## config.mk

```make
export PLATFORM = sky130hd
export DESIGN_NAME = sbb_ctrl
export DESIGN_NICKNAME = d
export VERILOG_FILES = /design/src/design/sbb_pkg.sv /design/src/design/sbb_ctrl.sv
export SDC_FILE = /design/constraint.sdc
export NUM_CORES = 1
export LEC_CHECK = 0
export ABC_AREA = 1
export BUFFER_PORTS_ARGS = -buffer_cell sky130_fd_sc_hd__buf_2
export CAP_MARGIN = 20
export CORE_MARGIN = 1.5
export CORE_UTILIZATION = 35
export CTS_CLUSTER_DIAMETER = 60
export DETAILED_ROUTE_END_ITERATION = 8
export GPL_TIMING_DRIVEN = 0
export PLACE_DENSITY = 0.75
export SYNTH_ARGS = -nofsm -noshare
export SYNTH_HDL_FRONTEND = slang
export SYNTH_SLANG_ARGS = --single-unit
```

## constraint.sdc

```tcl
create_clock -name clk -period 1.55 [get_ports clk]
set_clock_uncertainty 0.05 [all_clocks]
set_input_delay 0.155 -clock clk [delete_from_list [all_inputs] [get_ports clk]]
set_output_delay 0.155 -clock clk [all_outputs]
set_load 0.005 [all_outputs]
```

## src/design/sbb_pkg.sv

```systemverilog
// Shared constants, types and helper functions for the separable box blur.
// Used by the controller, the datapath and the top level; depends on nothing.
package sbb_pkg;

  localparam int MAX_WIDTH = 256;
  localparam int MAX_HEIGHT = 256;
  localparam int MAX_RADIUS = 15;
  localparam int STORE_DEPTH = MAX_WIDTH * MAX_HEIGHT;
  localparam int ADDR_W = $clog2(STORE_DEPTH);
  localparam int CNT_W = ADDR_W + 1;
  localparam int COORD_W = 8;
  localparam int SIZE_W = 9;
  localparam int RAD_W = 4;
  localparam int TAP_W = 5;
  localparam int ACC_W = 13;
  localparam int RECIP_W = 21;
  localparam int RECIP_SHIFT = 20;
  localparam int PROD_W = ACC_W + RECIP_W;
  localparam int PIX_W = 24;

  localparam logic [1:0] CFG_WIDTH = 2'd0;
  localparam logic [1:0] CFG_HEIGHT = 2'd1;
  localparam logic [1:0] CFG_RADIUS = 2'd2;

  localparam logic ACT_LOAD = 1'b0;
  localparam logic ACT_FETCH = 1'b1;

  typedef struct packed {
    logic load_px;
    logic fetch_early;
    logic h_start;
    logic h_tap;
    logic mul;
    logic h_write;
    logic div_start;
    logic div_step;
    logic v_tap;
    logic v_out;
  } sbb_cmd_t;

  typedef struct packed {
    logic full;
    logic pass_done;
    logic tap_last;
    logic h_last;
    logic div_done;
    logic out_valid;
  } sbb_stat_t;

  // Ceiling of 2^20 / (2r+1); exact truncating division for sums below 8192.
  function automatic logic [RECIP_W-1:0] recip(input logic [RAD_W-1:0] r);
    logic [RECIP_W-1:0] m;
    case (r)
      4'd0: m = 21'd1048576;
      4'd1: m = 21'd349526;
      4'd2: m = 21'd209716;
      4'd3: m = 21'd149797;
      4'd4: m = 21'd116509;
      4'd5: m = 21'd95326;
      4'd6: m = 21'd80660;
      4'd7: m = 21'd69906;
      4'd8: m = 21'd61681;
      4'd9: m = 21'd55189;
      4'd10: m = 21'd49933;
      4'd11: m = 21'd45591;
      4'd12: m = 21'd41944;
      4'd13: m = 21'd38837;
      4'd14: m = 21'd36158;
      4'd15: m = 21'd33826;
      default: m = 21'd33826;
    endcase
    return m;
  endfunction

  // Reflects a window position into 0..n-1 without repeating the border.
  function automatic logic [COORD_W-1:0] reflect(input logic signed [9:0] pos,
                                                 input logic [SIZE_W-1:0] n);
    logic signed [10:0] p;
    logic signed [10:0] ns;
    logic signed [10:0] m;
    p = {pos[9], pos};
    ns = {2'b00, n};
    if (p < 0) begin
      m = -p;
    end else if (p >= ns) begin
      m = ((ns - 11'sd1) <<< 1) - p;
    end else begin
      m = p;
    end
    return m[COORD_W-1:0];
  endfunction

endpackage

```

## src/design/sbb_ctrl.sv

```systemverilog
// Sequencing state machine for loading, the horizontal pass and each fetch.
// Depends on sbb_pkg for the command and status structs.
module sbb_ctrl (
  input  logic              clk,
  input  logic              rst,
  input  logic              in_valid,
  input  logic              action,
  input  logic              out_ready,
  input  sbb_pkg::sbb_stat_t stat,
  output logic              in_ready,
  output sbb_pkg::sbb_cmd_t  cmd
);
  import sbb_pkg::*;

  typedef enum logic [3:0] {
    IDLE, H_TAP, H_DRAIN, H_MUL, H_WR, V_DIV, V_TAP, V_DRAIN, V_MUL, V_OUT
  } state_t;

  state_t state;
  state_t state_next;
  logic   accept;

  assign in_ready = (state == IDLE) && (!stat.out_valid || out_ready);
  assign accept = in_valid && in_ready;

  always_comb begin
    state_next = state;
    cmd = '0;
    case (state)
      IDLE: begin
        if (accept && action == ACT_LOAD) begin
          cmd.load_px = 1'b1;
        end else if (accept) begin
          if (!stat.full) begin
            cmd.fetch_early = 1'b1;
          end else if (!stat.pass_done) begin
            cmd.h_start = 1'b1;
            state_next = H_TAP;
          end else begin
            cmd.div_start = 1'b1;
            state_next = V_DIV;
          end
        end
      end
      H_TAP: begin
        cmd.h_tap = 1'b1;
        if (stat.tap_last) state_next = H_DRAIN;
      end
      H_DRAIN: state_next = H_MUL;
      H_MUL: begin
        cmd.mul = 1'b1;
        state_next = H_WR;
      end
      H_WR: begin
        cmd.h_write = 1'b1;
        if (stat.h_last) begin
          cmd.div_start = 1'b1;
          state_next = V_DIV;
        end else begin
          state_next = H_TAP;
        end
      end
      V_DIV: begin
        if (stat.div_done) begin
          state_next = V_TAP;
        end else begin
          cmd.div_step = 1'b1;
        end
      end
      V_TAP: begin
        cmd.v_tap = 1'b1;
        if (stat.tap_last) state_next = V_DRAIN;
      end
      V_DRAIN: state_next = V_MUL;
      V_MUL: begin
        cmd.mul = 1'b1;
        state_next = V_OUT;
      end
      V_OUT: begin
        cmd.v_out = 1'b1;
        state_next = IDLE;
      end
      default: state_next = IDLE;
    endcase
  end

  always_ff @(posedge clk) begin
    if (rst) begin
      state <= IDLE;
    end else begin
      state <= state_next;
    end
  end

endmodule

```

* Yosys cells after proc, flatten, opt, wreduce, memory -nomap -nowiden *
Cells that the tools add are included.

word-level totals
  register bits after elaboration = 4
  word-level logic and storage cells = 54
  input bits = 11

cells by class
  equal/unequal tests = 15
  bitwise logic cells = 1
  multiplexer cells = 29
  reductions and logical operators = 8

operator list
  kind                                            number
  case mux 4 bit (9 select lines)                 1
  two-way mux 4 bit                               6
  == test 4 x 3 -> 1 bit (second input constant)  4
  two-way mux 1 bit                               16
  != test 2 bit (second input constant)           6
  two-way mux 3 bit                               3
  == test 4 x 2 -> 1 bit (second input constant)  2
  == test 4 bit (second input constant)           2
  AND reduction 6 bit                             1
  == test 4 x 1 -> 1 bit (second input constant)  1
  logical NOT 4 bit                               1
  two-way mux 2 bit                               2
  logical AND 1 bit                               3
  case mux 1 bit (2 select lines)                 1
  OR reduction 2 bit                              1
  logical NOT 1 bit                               1
  logical OR 1 bit                                1
  inverter 1 bit                                  1

* Longest topological paths before layout *
  depth after elaboration = 7
  mapped depth = 10

* Worst setup path before layout *
No wires, ideal clock.

  kind = register -> register
  start = register state[1]
  end = register state[1]
  library setup time = 0.114 ns
  path slack = 0.314 ns
  arrival time = 1.072 ns
  buffers on the path = 0
  required time = 1.386 ns
  cell stages (with the launch flop) = 9
  path through = dfxtp_1 nor2_4 nand2_4 nor2_8 nand3_4 nand2_4 nor2_4 nor2_1 nor2_2

between the ends
  word-level cells in the longest chain between the ends = 6
  elaborated cells on any way between the ends = 20
  classes of those cells = eq/ne (14); mux (1); reduce/logical (5)

RTL lines
  what                             RTL line        RTL
  start, declared                  sbb_ctrl.sv:19  state_t state;
  start signal, assigned           sbb_ctrl.sv:91  state <= state_next;
  logical NOT 4 bit *              sbb_ctrl.sv:23  assign in_ready = (state == IDLE) && (!stat.out_valid || out_ready);
  logical AND 1 bit *              sbb_ctrl.sv:23
  net in_ready                     sbb_ctrl.sv:10  output logic in_ready,
  logical AND 1 bit *              sbb_ctrl.sv:24  assign accept = in_valid && in_ready;
  logical AND 1 bit                sbb_ctrl.sv:31  if (accept && action == ACT_LOAD) begin
  != test 2 bit (no line)          -
  AND reduction 6 bit (no line) *  -

The timed path passes the listed nets; every way through them passes the cells marked *.
A chain may end at the register's enable or synchronous reset.

==> results.md <==
* Status: completed
* Crit-path max FO at 6
* Crit path from: state[1]$_SDFFE_PP0P_
* Setup WS pre-CTS at roughly 0.13 ns
* Die H at 39.8 µm
* Root buffer cell: clkbuf_4
* # rows at 13
* Grt total ovfl at 0
* Total Routing Usage GR at 0.176
* Clock Path Buffers at 2
* Num CTS Buffers at 3
* Area leader, netlist: dfxtp_1
* Initial Util at 0.369
* Largest register FFs at 4
* Critical R2R Capture: state[1]$_SDFFE_PP0P_
* Number of DRC markers in iteration 0 at 9
* Fmax at 649 MHz
* Via density at ~5
* DR vias at a little under 600
* Nets at 120
* Final Wtd Congestion at 0.794
* Die area at 0.00158 mm²
* Comb power frac at 0.712
* Critical Path End Type: primary output
* Layout cells sized above 1 at 0.467
* Measured slew at the worst slew-check pin at about 0.26 ns
* DR pass1 iterations at 4
* Max cap viols at 0
* Required @ worst endpoint at roughly 1.3 ns
* Largest net degree at the start of global routing at 7
* Clock share of power at 0.106
* Yosys reg bits at 4
* Pleak at slightly above 0.4 nW
* Total Wirelength at roughly 1200 µm
* Detail Route Antenna Nets at 0
* Worst Path Arrival at about 1.3 ns
* Reg2Reg Setup Slack at 0.11 ns
* Final Slew Violations at 0
* Initial antenna violation count at 0
* # H-tree levels at 1
* Power Density at 1810 mW/mm²
* Crit path launch type: flop
* Final Hold Vio Count at 0
* Tcrit/Tclk final at 0.995
* Unrepaired setup endpoints after global routing: yes
* Cell Int Power at around 620 µW
* Global-route wire length before repair at roughly 1900 µm
* Worst-Skew Late Latency at ~0.24 ns
* Syn. warnings at 0
* Final Util at 0.535
* Dominant cells by area after synthesis: dfxtp_1, inv_1, nand2_1
* Final min period at between 1.5 and 2 ns
* Chip width at between 30 and 40 µm
* Share of the synthesized area in the top cell type at 0.169
* VDD IR max at around 800 µV
* Flop pwr share at 0.182
* Worst Hold Class: input pin to flop
* Fin worst setup slack at roughly 0.0082 ns
* Sw Share at 0.501
* Core area at between 0.001 and 0.0015 mm²
* Reg2reg start: state[1]$_SDFFE_PP0P_
* Setup Viol. Count Final at 0
* Syn nets at slightly below 90
* Antenna diodes at 0
* Most frequent cells in the layout: buf_2, inv_1, nand2_1, nor2_1, buf_4
* Area of the mapped netlist at approximately 470 µm²
* Unique masters post-synth at 21
* Syn avg cell area at around 6 µm²
* R2R depth at 11
* Layout area overhead at 44.9%
* Worst slew margin at 0.824
* Post-Syn Instances at between 70 and 80
* Most common cell after layout, fill and taps aside: buf_2
* PortBufs at 21
* Number of global-route vias before repair at roughly 480
* Post-DP HPWL at roughly 880 µm
* Post-synthesis sequential area ratio at 0.169
* Routed wire per std cell at slightly below 10 µm
* TritonCTS clock tree: yes
* Largest reg by FF count: state
* Io pins at 22
* End point of the critical path: cmd[7]
* Clock-pin slew on the worst setup and hold paths at 0.04 ns
* Largest regs: state (4)
* Clock sink count at 4
* Sw power at around 620 µW
* Crit Path Category: flop to primary output
* Post-route DRC at 0
==> cells by family (layout without fill, tap and decap cells) <==
logic type	count (synthesis)	in the layout	share of synthesized area
simple gates	47	47	0.578
buf+inv	19	48	0.150
compound gates	8	8	0.103
flops	4	4	0.169
==> synthesized netlist by cell type <==
cell       n
nor2_2     4
nor2_4     2
nand2_4    3
o21ai_2    1
o21bai_1   1
nand2_1   17
a31oi_1    1
nor2_1     8
o22ai_1    1
nand2_2    1
inv_1     17
nor2_8     1
dfxtp_1    4
inv_2      2
nand3_4    1
a21oi_1    1
nand3_1    3
nor4_1     2
o21ai_0    3
nor3_1     3
nand4_1    2
==> metrics by stage <==
stage | total power [mW] | cells | cell area [µm²] | TNS (ns) | hold slack, ns
2_1_floorplan | 0.781 | 78 | 474 | 0 | 0.177
3_3_place_gp | 0.934 | 114 | 598 | 0 | 0.278
3_5_place_dp | 0.950 | 114 | 598 | 0 | 0.281
4_1_cts | 1.20 | 121 | 669 | 0 | 0.0319
5_1_grt | 1.36 | 122 | 687 | -0.190 | 0.0387
6_report | 1.24 | 122 | 687 | 0 | 0.0376
==> area by class of cell <==
type	instances	area (µm²)
fill	139	598
inverter	19	71.3
clock buffer	3	22.5
tap	15	18.8
timing repair buffer	26	143
multi-input combinational	55	344
sequential	4	87.6
==> per-layer routing <==
metal	routed length (µm)	GRT usage	vias up	share of wire
li1	-	-	306	-
met4	0	0.0517	0	0
met1	521	0.192	267	0.44
met2	589	0.316	23	0.50
met3	77	0.0568	0	0.065
met5	0	0	-	0
==> power by group through the flow <==
stage          Sequential (mW)  Clock (mW)  Combinational [mW]
2_1_floorplan            0.190           0               0.591
3_3_place_gp             0.203           0               0.731
3_5_place_dp             0.205           0               0.746
4_1_cts                  0.217       0.136               0.846
5_1_grt                  0.229       0.146               0.984
6_report                 0.227       0.131               0.885
==> worst min-delay path by stage <==
stage	slack (ns)	depth (start not counted)	start	endpoint
final	0.04	2	rst	state[3]$_SDFFE_PP0P_
after floorplan	0.18	1	rst	state[3]$_SDFFE_PP0P_
after global placement	0.28	2	rst	state[3]$_SDFFE_PP0P_
after CTS	0.03	2	rst	state[3]$_SDFFE_PP0P_
after global routing	0.04	2	rst	state[3]$_SDFFE_PP0P_
after detailed placement	0.28	2	rst	state[3]$_SDFFE_PP0P_
==> worst max-delay path: stages, from the launching register on <==
cell	delay, ns
dfxtp_4	0.37
nor2_4	0.16
nand2_4	0.09
nor2_8	0.12
nand2_2	0.08
nor4_2	0.14
buf_2	0.15
==> what timing repair did <==
action	CTS	global route
hold buffers	0	0
setup endpoints to repair	3	5
buffers inserted	4	1
gates resized for setup	7	3
pin swaps	2	1
Note: power is estimated with default switching activity, not from simulation.
